## config.mk

```make
export PLATFORM = sky130hd
export DESIGN_NAME = spsc_ctrl
export DESIGN_NICKNAME = d
export VERILOG_FILES = /design/src/rtl/spsc_pkg.sv /design/src/rtl/spsc_ctrl.sv
export SDC_FILE = /design/constraint.sdc
export NUM_CORES = 1
export LEC_CHECK = 0
export ABC_CLOCK_PERIOD_IN_PS = 5200
export BUFFER_PORTS_ARGS = -buffer_cell sky130_fd_sc_hd__buf_2
export CORE_MARGIN = 2
export CORE_UTILIZATION = 55
export CTS_BUF_LIST = sky130_fd_sc_hd__clkbuf_16
export DETAILED_ROUTE_END_ITERATION = 7
export PLACE_DENSITY = 0.83
export SETUP_SLACK_MARGIN = 0.4
export SLEW_MARGIN = 0
export SYNTH_ARGS = -nofsm -noshare
export SYNTH_HDL_FRONTEND = slang
export SYNTH_SLANG_ARGS = --single-unit
```

## constraint.sdc

```tcl
create_clock -name clk -period 5.2 [get_ports clk]
set_clock_uncertainty 0.2 [all_clocks]
set_input_delay 0 -clock clk [delete_from_list [all_inputs] [get_ports clk]]
set_output_delay 0 -clock clk [all_outputs]
set_load 0.1 [all_outputs]
```

## src/rtl/spsc_pkg.sv

```systemverilog
// Shared constants, codes and controller/datapath interface types for the pair support counter.
`timescale 1ns / 1ps

package spsc_pkg;

	// Fixed field widths of the item and result ports.
	localparam int ITEM_W = 6;
	localparam int TID_W  = 32;
	localparam int SUP_W  = 32;
	localparam int STAT_W = 2;

	// Defaults for the top-level parameters.
	localparam int DEF_NUM_ITEMS  = 64;
	localparam int DEF_MAX_PAIRS  = 256;
	localparam int DEF_COUNT_BITS = 32;

	// Request codes.
	localparam logic REQ_LOAD  = 1'b0;
	localparam logic REQ_QUERY = 1'b1;

	// Result status codes.
	localparam logic [STAT_W-1:0] ST_STORED   = 2'd0;
	localparam logic [STAT_W-1:0] ST_COUNTED  = 2'd1;
	localparam logic [STAT_W-1:0] ST_QUERY    = 2'd2;
	localparam logic [STAT_W-1:0] ST_OVERFLOW = 2'd3;

	// Which counter a bump addresses.
	localparam logic [1:0] BSEL_AB  = 2'd0;
	localparam logic [1:0] BSEL_BA  = 2'd1;
	localparam logic [1:0] BSEL_SET = 2'd2;

	// Commands from the controller to the datapath.
	typedef struct packed {
		logic       clr_step;
		logic       ld_out;
		logic       q_out;
		logic       cnt_out;
		logic       grp_sel_j;
		logic       gi_first;
		logic       gi_inc;
		logic       gj_from_gi;
		logic       gj_inc;
		logic       lat_a;
		logic       lat_b;
		logic       mrg_init;
		logic       mrg_step;
		logic [1:0] bump_sel;
		logic       bump_wr;
	} spsc_cmd_t;

	// Status from the datapath to the controller.
	typedef struct packed {
		logic clr_done;
		logic ld_count;
		logic out_valid;
		logic f_ab;
		logic f_ba;
		logic f_set;
		logic tid_eq;
		logic mrg_more;
		logic gj_more;
		logic gi_more;
	} spsc_stat_t;

endpackage

```

## src/rtl/spsc_ctrl.sv

```systemverilog
// Controller state machine for the pair support counter.
`timescale 1ns / 1ps

module spsc_ctrl (
	input  logic                  clk,
	input  logic                  arst_n,
	input  logic                  in_valid,
	input  logic                  req_type,
	input  logic                  out_ready,
	input  spsc_pkg::spsc_stat_t  stat,
	output logic                  in_ready,
	output spsc_pkg::spsc_cmd_t   cmd
);

	typedef enum logic [17:0] {
		S_CLR     = 18'h00001,
		S_IDLE    = 18'h00002,
		S_QRY     = 18'h00004,
		S_GI      = 18'h00008,
		S_GIL     = 18'h00010,
		S_GJ      = 18'h00020,
		S_GJL     = 18'h00040,
		S_EVAL    = 18'h00080,
		S_AB_RD   = 18'h00100,
		S_AB_WR   = 18'h00200,
		S_BA_RD   = 18'h00400,
		S_BA_WR   = 18'h00800,
		S_MRG_RD  = 18'h01000,
		S_MRG_CMP = 18'h02000,
		S_SET_RD  = 18'h04000,
		S_SET_WR  = 18'h08000,
		S_NEXT    = 18'h10000,
		S_DONE    = 18'h20000
	} state_t;

	state_t state_q, state_d;
	logic   accept;

	// Items enter only in idle, and only when the result slot is free or draining.
	assign in_ready = (state_q == S_IDLE) && (!stat.out_valid || out_ready);
	assign accept   = in_valid && in_ready;

	// Next state and commands.
	always_comb begin
		state_d = state_q;
		cmd     = '0;
		case (state_q)
			S_CLR: begin
				cmd.clr_step = 1'b1;
				if (stat.clr_done) begin
					state_d = S_IDLE;
				end
			end
			S_IDLE: begin
				if (accept) begin
					if (req_type == spsc_pkg::REQ_QUERY) begin
						state_d = S_QRY;
					end else if (stat.ld_count) begin
						cmd.gi_first = 1'b1;
						state_d      = S_GI;
					end else begin
						cmd.ld_out = 1'b1;
					end
				end
			end
			S_QRY: begin
				cmd.q_out = 1'b1;
				state_d   = S_IDLE;
			end
			S_GI: begin
				state_d = S_GIL;
			end
			S_GIL: begin
				cmd.lat_a      = 1'b1;
				cmd.gj_from_gi = 1'b1;
				state_d        = S_GJ;
			end
			S_GJ: begin
				cmd.grp_sel_j = 1'b1;
				state_d       = S_GJL;
			end
			S_GJL: begin
				cmd.lat_b = 1'b1;
				state_d   = S_EVAL;
			end
			S_EVAL: begin
				cmd.mrg_init = 1'b1;
				if (stat.f_ab) begin
					state_d = S_AB_RD;
				end else if (stat.f_ba) begin
					state_d = S_BA_RD;
				end else if (stat.f_set) begin
					state_d = S_MRG_RD;
				end else begin
					state_d = S_NEXT;
				end
			end
			S_AB_RD: begin
				cmd.bump_sel = spsc_pkg::BSEL_AB;
				state_d      = S_AB_WR;
			end
			S_AB_WR: begin
				cmd.bump_sel = spsc_pkg::BSEL_AB;
				cmd.bump_wr  = 1'b1;
				if (stat.f_ba) begin
					state_d = S_BA_RD;
				end else if (stat.f_set) begin
					state_d = S_MRG_RD;
				end else begin
					state_d = S_NEXT;
				end
			end
			S_BA_RD: begin
				cmd.bump_sel = spsc_pkg::BSEL_BA;
				state_d      = S_BA_WR;
			end
			S_BA_WR: begin
				cmd.bump_sel = spsc_pkg::BSEL_BA;
				cmd.bump_wr  = 1'b1;
				state_d      = stat.f_set ? S_MRG_RD : S_NEXT;
			end
			S_MRG_RD: begin
				state_d = S_MRG_CMP;
			end
			S_MRG_CMP: begin
				if (stat.tid_eq) begin
					state_d = S_SET_RD;
				end else begin
					cmd.mrg_step = 1'b1;
					state_d      = stat.mrg_more ? S_MRG_RD : S_NEXT;
				end
			end
			S_SET_RD: begin
				cmd.bump_sel = spsc_pkg::BSEL_SET;
				state_d      = S_SET_WR;
			end
			S_SET_WR: begin
				cmd.bump_sel = spsc_pkg::BSEL_SET;
				cmd.bump_wr  = 1'b1;
				state_d      = S_NEXT;
			end
			S_NEXT: begin
				if (stat.gj_more) begin
					cmd.gj_inc = 1'b1;
					state_d    = S_GJ;
				end else if (stat.gi_more) begin
					cmd.gi_inc = 1'b1;
					state_d    = S_GI;
				end else begin
					state_d = S_DONE;
				end
			end
			S_DONE: begin
				cmd.cnt_out = 1'b1;
				state_d     = S_IDLE;
			end
			default: begin
				state_d = S_IDLE;
			end
		endcase
	end

	// State register; reset starts the counter clearing pass.
	always_ff @(posedge clk or negedge arst_n) begin
		if (!arst_n) begin
			state_q <= S_CLR;
		end else begin
			state_q <= state_d;
		end
	end

endmodule

```

After elaboration in Yosys (flattened, before gate mapping)
Index checks and enable logic that the tools add are counted.
- bits in registers: 18
- input port bits: 15
- output and inout bits: 17
- word-level logic and storage cells: 66
- equal/unequal tests: 21
- multiplexer cells: 36
- reduce and logical (&&, ||, !) cells: 8
- operator list (operator ; count):
    18-bit one-hot mux with 16 select lines ; 1
    18-bit 2-to-1 mux ; 8
    17-bit 2-to-1 mux ; 3
    1-bit 2-to-1 mux ; 23
    18-bit by 1-bit == test with 1-bit output, second input constant ; 1
    18-bit by 10-bit == test with 1-bit output, second input constant ; 1
    18-bit by 11-bit == test with 1-bit output, second input constant ; 1
    18-bit by 12-bit == test with 1-bit output, second input constant ; 1
    18-bit by 13-bit == test with 1-bit output, second input constant ; 1
    18-bit by 14-bit == test with 1-bit output, second input constant ; 1
    18-bit by 15-bit == test with 1-bit output, second input constant ; 1
    18-bit by 16-bit == test with 1-bit output, second input constant ; 1
    18-bit by 17-bit == test with 1-bit output, second input constant ; 1
    18-bit == test, second input constant ; 1
    18-bit by 2-bit == test with 1-bit output, second input constant ; 1
    18-bit by 3-bit == test with 1-bit output, second input constant ; 1
    18-bit by 4-bit == test with 1-bit output, second input constant ; 1
    18-bit by 5-bit == test with 1-bit output, second input constant ; 1
    18-bit by 6-bit == test with 1-bit output, second input constant ; 1
    18-bit by 7-bit == test with 1-bit output, second input constant ; 1
    18-bit by 8-bit == test with 1-bit output, second input constant ; 1
    18-bit by 9-bit == test with 1-bit output, second input constant ; 1
    2-bit inequality test, second input constant ; 2
    2-bit one-hot mux with 2 select lines ; 1
    other kinds (7) ; 9

Logic depth before layout (Yosys ltp)
Gate-level depths: netlist (run 1).
- depth after elaboration: 6
- mapped depth: 7
- depth with buffers taken out: 5

Least setup slack after synthesis (run 1)
Ideal clock, no wire load.
- path type: flip-flop to flip-flop
- from: register state_q[15]
- to: register state_q[0]
- library setup time: 0.076 ns
- data arrival time: 4.096 ns
- data required time: 4.924 ns
- setup slack: 0.828 ns
- cell stages (with the launch flop): 8
- buffers on the path: 2
- clock period less this slack: 4.372 ns
- cell sequence: dfrtp_1 -> buf_6 -> or4_1 -> buf_2 -> nor4_1 -> nand2_1 -> nor3b_1 -> nor2b_1
- longest elaborated chain between the ends: 5
- elaborated cells between the ends (all ways): 23
- classes of those cells: 19 x eq/ne; 1 x mux; 3 x reduce/logical
- RTL lines (what ; line ; source):
    from (decl) ; spsc_ctrl.sv:36 ; state_t state_q, state_d;
    from (signal assigned) ; spsc_ctrl.sv:168 ; state_q <= state_d;
    18-bit by 2-bit == test with 1-bit output ; spsc_ctrl.sv:40, spsc_ctrl.sv:47 ;
    1-bit logical AND ; spsc_ctrl.sv:40 ; assign in_ready = (state_q == S_IDLE) && (!stat.out_valid || out_ready);
    1-bit logical AND ; spsc_ctrl.sv:41 ; assign accept = in_valid && in_ready;
    2-bit inequality test (no source line) ; -- ;
    3-bit AND reduction (no source line) ; -- ;
Parallel ways exist; a longest one is shown, timed or not.
A chain may end at the register's enable or synchronous reset.

==> results of run 1 <==
## synthesized netlist by cell type (5+ instances only)
cell     number
or4_1         5
nand2_1       7
dfrtp_1      17
nor2_1       13
nor4_1       10
and2_1        5
and3_1        5
nor3b_1       6
nor3_1        5
inv_1         6
nor4b_1       5
## final cells by class
| class | instances | area (um^2) |
|---|---|---|
| multi-input combinational | 102 | 669.4 |
| fill | 135 | 430.4 |
| clock inverter | 1 | 3.754 |
| inverter | 6 | 22.52 |
| tap | 27 | 33.78 |
| sequential | 18 | 451.7 |
| timing repair buffer | 45 | 295.3 |
| clock buffer | 3 | 75.07 |
## how the worst min path moves through the flow
stage                         from     endpoint  slack (ns)  cells after the start
after floorplan             arst_n  state_q[10]       -0.50                      0
after global placement      arst_n  state_q[10]       -0.25                      1
after detailed placement    arst_n  state_q[11]       -0.25                      1
after CTS                   arst_n  state_q[11]        0.02                      2
after global routing      in_valid   state_q[1]        0.01                      4
final                       arst_n  state_q[11]        0.01                      2
## per-stage QoR
stage | std cells | worst slack, ns | util | instance area, um^2 | hold WS, ns
detailed placement | 184 | 2.342 | 0.6723 | 1333 | -0.2524
global placement | 184 | 2.366 | 0.6723 | 1333 | -0.2460
floorplan | 132 | 0.8281 | - | 1179 | -0.4956
global route | 202 | 1.901 | 0.7828 | 1551 | 0.01489
finish | 202 | 2.045 | 0.7828 | 1551 | 0.01348
CTS | 202 | 2.065 | 0.7828 | 1551 | 0.01506
## metal layers
layer	track usage	vias to the layer above
met4	0.07658	0
met5	0	-
met3	0.03869	4
li1	-	585
met2	0.4825	39
met1	0.3301	570
## power by group
part | internal, mW | leakage, nW | switching (mW) | total (mW)
combinational | 0.0542 | 0.516 | 0.107 | 0.161
clock | 0.102 | 0.0385 | 0.0511 | 0.153
sequential | 0.146 | 0.244 | 0.0102 | 0.156
total | 0.302 | 0.799 | 0.169 | 0.471
## worst register-to-register path, cell delays in order (launching register included)
cell and delay (ns):
dfrtp_1 0.47, or4_1 0.61, nor4_1 0.74, nand2_1 0.15
o31a_1 0.28, o21ai_0 0.07, dlygate4sd3_1 0.56
## kinds of logic (layout without fill, tap and decap cells)
group	Yosys count	in the layout
AO/OA/AOI/OAI	16	16
XOR/XNOR	4	4
AND/OR/NAND/NOR	82	82
flip-flops	18	18
buffers and inverters	12	55
## repair_timing
action | CTS | global route
endpoints found under the hold margin | 29 | 0
hold buffers | 14 | 0
resized for setup | 0 | 0
==> impl_metrics.tcl, run 1 <==
set metrics [dict create \
    end_kind "output pin" \
    finalHoldViolCount 0 \
    grtUsageTotal 0.2676 \
    drive_gt1_frac 0.2343 \
    gr-total-overflow 0 \
    clk_pin_slew_ns 0.05 \
    synth_edf_count 0 \
    synth_area_leader_cell "dfrtp_1" \
    maxSlewViolCount 0 \
    routed_wl_mm 3.035 \
    final_common_cell "buf_2" \
    synth-async-reset-ratio 1.000 \
    crit_family "simple AND/OR/NAND/NOR gates" \
    largestRegisters "state_q (18)" \
    finalSetupTns_ns 0 \
    fin_total_pwr_uw 471.1 \
    vdd_drop_max_mv 0.2511 \
    startpoint_type "flop" \
    syn_area_per_cell_um2 8.929 \
    die_y_um 50.29 \
    io_pins 32 \
    drt-wirelength-per-cell_um 15.02 \
    status "complete, no violations" \
    vias_per_cell 5.931 \
    root_buffer "clkbuf_16" \
    hp-class "input port to async pin" \
    synth_compound_area_frac 0.09342 \
    critPathMaxStageDelay_ns 0.61 \
    wl_met2_mm 1.572 \
    first_iter_violations 35 \
    highest_layer "met4" \
    critPathBufInv 1 \
    yosys_warnings 0 \
    postCtsSetupBuffers 0 \
    grt_start_max_net_pins 19 \
    leakage_nw 0.7985 \
    regMostFlops "state_q" \
    netlist_top_cells_area "dfrtp_1 (36%), nor4_1 (5.3%), nor2_1 (4.1%)" \
    die_area_um2 2529 \
    rr_worst_depth 6 \
    synth_fp_nets 147 \
    coreArea_um2 1982 \
    synth_cell_types 42 \
    syn_inst 132 \
    cp.depth 5 \
    n_antenna_cell 0 \
    clk-insertion-delay-late_ns 0.25 \
    cts_buffers 3 \
    worst_pin_slew_ns 0.8214 \
    synth_ff_type "dfrtp_1" \
    layout_common_cells "buf_2 (31), dfrtp_1 (17), dlygate4sd3_1 (14)" \
    period_share 0.6067 \
    r2r_slack_ns 2.06 \
    fin_crit_ns 3.155 \
    antenna_found_initial 0 \
    arrival_ns 2.95 \
    grt_setup_unrepaired "no" \
    initial_utilization 0.5947 \
    cp-startpoint "state_q[5]" \
    dr.pass1.iters 4 \
    synth_top_area_frac 0.3609 \
    path_class "flop to output pin" \
    r2r_end "state_q[16]" \
    synthAdderAreaFrac 0 \
    slowest_stage "or4_1" \
    cp_max_fo 9 \
    drt-met1-wl_mm 1.301 \
    numPortBuffers 31 \
    synth_top_family_by_area "simple AND/OR/NAND/NOR gates" \
    synth-xor-area-share 0.02972 \
    cts_sinks 18 \
    relSlewSlack 0.4474 \
    muxShareOfSynthArea 0 \
    gp_congestion 0.8932 \
    cts_tree "done" \
    yosys.area_share.simple 0.4448 \
    vias 1198 \
    rr_startpoint "state_q[5]" \
    largest_reg_flops 18 \
    drc 0 \
    synth-seq-cells 18 \
    cap_violations 0 \
    fmax_ghz 0.3170 \
    final-setup-viol-count 0 \
    htreeDepth 1 \
    p_per_area_nw_per_um2 303.7 \
    syn_to_final_growth_pct 31.64 \
    grt_pass1_vias 1171 \
    wl_met3_um 136 \
    die_w_um 50.29 \
    netlist_area_um2 1179 \
    rows 16 \
    cts_buffer_depth 2 \
    worstSetupEndpoint "cmd[14]" \
    synth_seq_area_share 0.3832 \
    grt_pass1_wl_mm 5.195 \
    ant_nets 0 \
    cp_cell_sequence "or4_1, or4_4, or3_4, nor4_2, buf_2" \
    fin_nets 191 \
    cp.required_ns 5.00 \
    dpl.hpwl_mm 2.093 \
]
Power figures use the tool's default switching activity.
==> run 2: changes to the inputs <==
--- a/config.mk
+++ b/config.mk
@@ -5,13 +5,14 @@
 export SDC_FILE = /design/constraint.sdc
 export NUM_CORES = 1
 export LEC_CHECK = 0
-export ABC_CLOCK_PERIOD_IN_PS = 5200
+export ABC_AREA = 1
+export ABC_CLOCK_PERIOD_IN_PS = 2600
 export BUFFER_PORTS_ARGS = -buffer_cell sky130_fd_sc_hd__buf_2
 export CORE_MARGIN = 2
-export CORE_UTILIZATION = 55
+export CORE_UTILIZATION = 49
 export CTS_BUF_LIST = sky130_fd_sc_hd__clkbuf_16
 export DETAILED_ROUTE_END_ITERATION = 7
-export PLACE_DENSITY = 0.83
+export PLACE_DENSITY = 0.75
 export SETUP_SLACK_MARGIN = 0.4
 export SLEW_MARGIN = 0
 export SYNTH_ARGS = -nofsm -noshare
==> constraint.sdc (replaced) <==
create_clock -name clk -period 2.6 [get_ports clk]
set_clock_uncertainty 0.2 [all_clocks]
set_input_delay 0 -clock clk [delete_from_list [all_inputs] [get_ports clk]]
set_output_delay 0 -clock clk [all_outputs]
set_load 0.1 [all_outputs]
==> impl_metrics.tcl, run 2 <==
set metrics [dict create \
    status "complete, no violations" \
    synth_ff_type "dfrtp_1" \
    path_class "flop to output pin" \
    end_kind "output pin" \
    synth_commonest_cells "inv_1 (45), nand2_1 (44), nor2_1 (40)" \
    layout_common_cells "inv_1 (43), nand2_1 (43), nor2_1 (38)" \
    synth_seq_area_share 0.2872 \
    grt_setup_unrepaired "no" \
    dpl_cell_area_um2 1800 \
    dpl_worst_slack_ns 0.4850 \
    ant_nets 0 \
    largest_reg_flops 18 \
    finalHoldViolCount 0 \
    htreeDepth 1 \
    netlist_area_um2 1573 \
    cp-startpoint "state_q[4]" \
    busiest_layer "met2" \
    io_pins 32 \
    rr_worst_depth 8 \
    nFillCells 238 \
    routed_wl_mm 3.974 \
    gr-total-overflow 0 \
    finalSetupTns_ns 0 \
    fin_crit_ns 2.115 \
    numPortBuffers 31 \
    cap_violations 0 \
    period_share 0.8135 \
    whs_ns 0.009121 \
    vias_per_cell 4.931 \
    root_buffer "clkbuf_16" \
    synth_edf_count 0 \
    hp-class "input port to async pin" \
    gp_congestion 0.8711 \
    syn_inst 232 \
    synth_fp_nets 247 \
    fmax_ghz 0.4728 \
    multi_input_area_um2 979.7 \
    met2_usage 0.4071 \
    clk-insertion-delay-late_ns 0.25 \
    cp.required_ns 2.40 \
    drc 0 \
    grtUsageTotal 0.2311 \
    fin_total_pwr_mw 1.926 \
    synth-seq-cells 18 \
    die_area_um2 3679 \
    largestRegisters "state_q (18)" \
    n_antenna_cell 0 \
    synth-async-reset-ratio 1.000 \
    dpl.hpwl_mm 2.677 \
    arrival_ns 1.92 \
    cts_buffers 3 \
    maxSlewViolCount 0 \
    cp_max_fo 3 \
    first_iter_violations 140 \
    syn_area_per_cell_um2 6.779 \
    coreArea_um2 3053 \
    vdd_drop_max_mv 0.5544 \
    rows 20 \
    die_y_um 60.66 \
    drive_gt1_frac 0.3264 \
    synth_cell_types 30 \
    cts_sinks 18 \
    fin_nets 304 \
    met1_usage 0.2983 \
    clk_pin_slew_ns 0.06 \
    final_cell_area_um2 2177 \
    antenna_found_initial 0 \
    worst_pin_slew_ns 0.4896 \
    regMostFlops "state_q" \
    initial_utilization 0.5152 \
    synth_area_leader_cell "dfrtp_1" \
    cts_tree "done" \
    grt_start_max_net_pins 19 \
    synth_top_area_frac 0.2705 \
    gr-usage-met3 0.04691 \
    die_w_um 60.66 \
    seqCellArea_um2 455.4 \
    final-setup-viol-count 0 \
    grt_pass1_vias 1418 \
    vias 1637 \
    yosysMostFrequentCell "inv_1" \
    grt_pass1_wl_mm 6.292 \
    leakage_nw 1.204 \
    p_per_area_nw_per_um2 884.4 \
    cts_buffer_depth 2 \
    rr_startpoint "state_q[10]" \
    layout_setup_ws_ns 0.4850 \
    netlist_top_cells_area "dfrtp_1 (27%), inv_1 (11%), nand2_1 (11%)" \
    syn_to_final_growth_pct 38.42 \
    drt-wirelength-per-cell_um 11.97 \
    relSlewSlack 0.6758 \
    startpoint_type "flop" \
    yosys_warnings 0 \
    dr.pass1.iters 4 \
]
run 2: cell families after synthesis:
family                 share of synthesized area
DFF                                       0.2872
buffers and inverters                     0.1432
and+or+nand+nor                           0.5291
AOI/OAI and AO/OA                        0.04058
run 2: worst max-delay path, cell delays in order, from the launching register on:
cell,delay (ns)
dfrtp_2,0.44
nor2_4,0.16
buf_4,0.14
inv_1,0.05
nor2_2,0.17
nand3_1,0.12
nor2_1,0.14
buf_2,0.45
run 2: worst paths after layout:
kind / end / slack, ns
min in group clk: state_q[1] / 0.06
setup / recovery: cmd[5] / 0.48
hold reg to reg: state_q[1] / 0.38
hold / removal: state_q[5] / 0.009
setup reg to reg: state_q[12] / 0.66
max in group asynchronous: state_q[0] / 1.86
run 2: layout make-up:
| class | instances | area share |
|---|---|---|
| clock inverters | 1 | 0.001724 |
| flip-flops and latches | 18 | 0.2092 |
| inverters | 49 | 0.08621 |
| clock buffers | 3 | 0.03448 |
| repair buffers | 55 | 0.1931 |
| well taps | 44 | 0.02529 |
| multi-input cells | 162 | 0.4500 |
run 2: through the flow:
step	util	instances
2_1_floorplan	-	232
3_3_place_gp	0.5898	304
3_5_place_dp	0.5898	304
4_1_cts	0.6570	319
5_1_grt	0.7131	332
6_report	0.7131	332
run 2: repair_timing:
action,in CTS,in global routing
endpoints found under the setup margin,5,13
gates resized for setup,6,20
cloned,0,1
hold endpoints to repair,28,0
hold buffers,11,0
pin swaps,0,8
buffers inserted,0,12
run 2: layer usage:
layer	routed length, um	part of all wire
met5	0	0
met4	16	0.0040
met3	257	0.065
met2	2106	0.53
met1	1593	0.40
run 2: where the power goes:
part | switching (mW) | internal [mW]
Sequential | 0.0543 | 0.320
Clock | 0.115 | 0.205
Combinational | 0.824 | 0.408
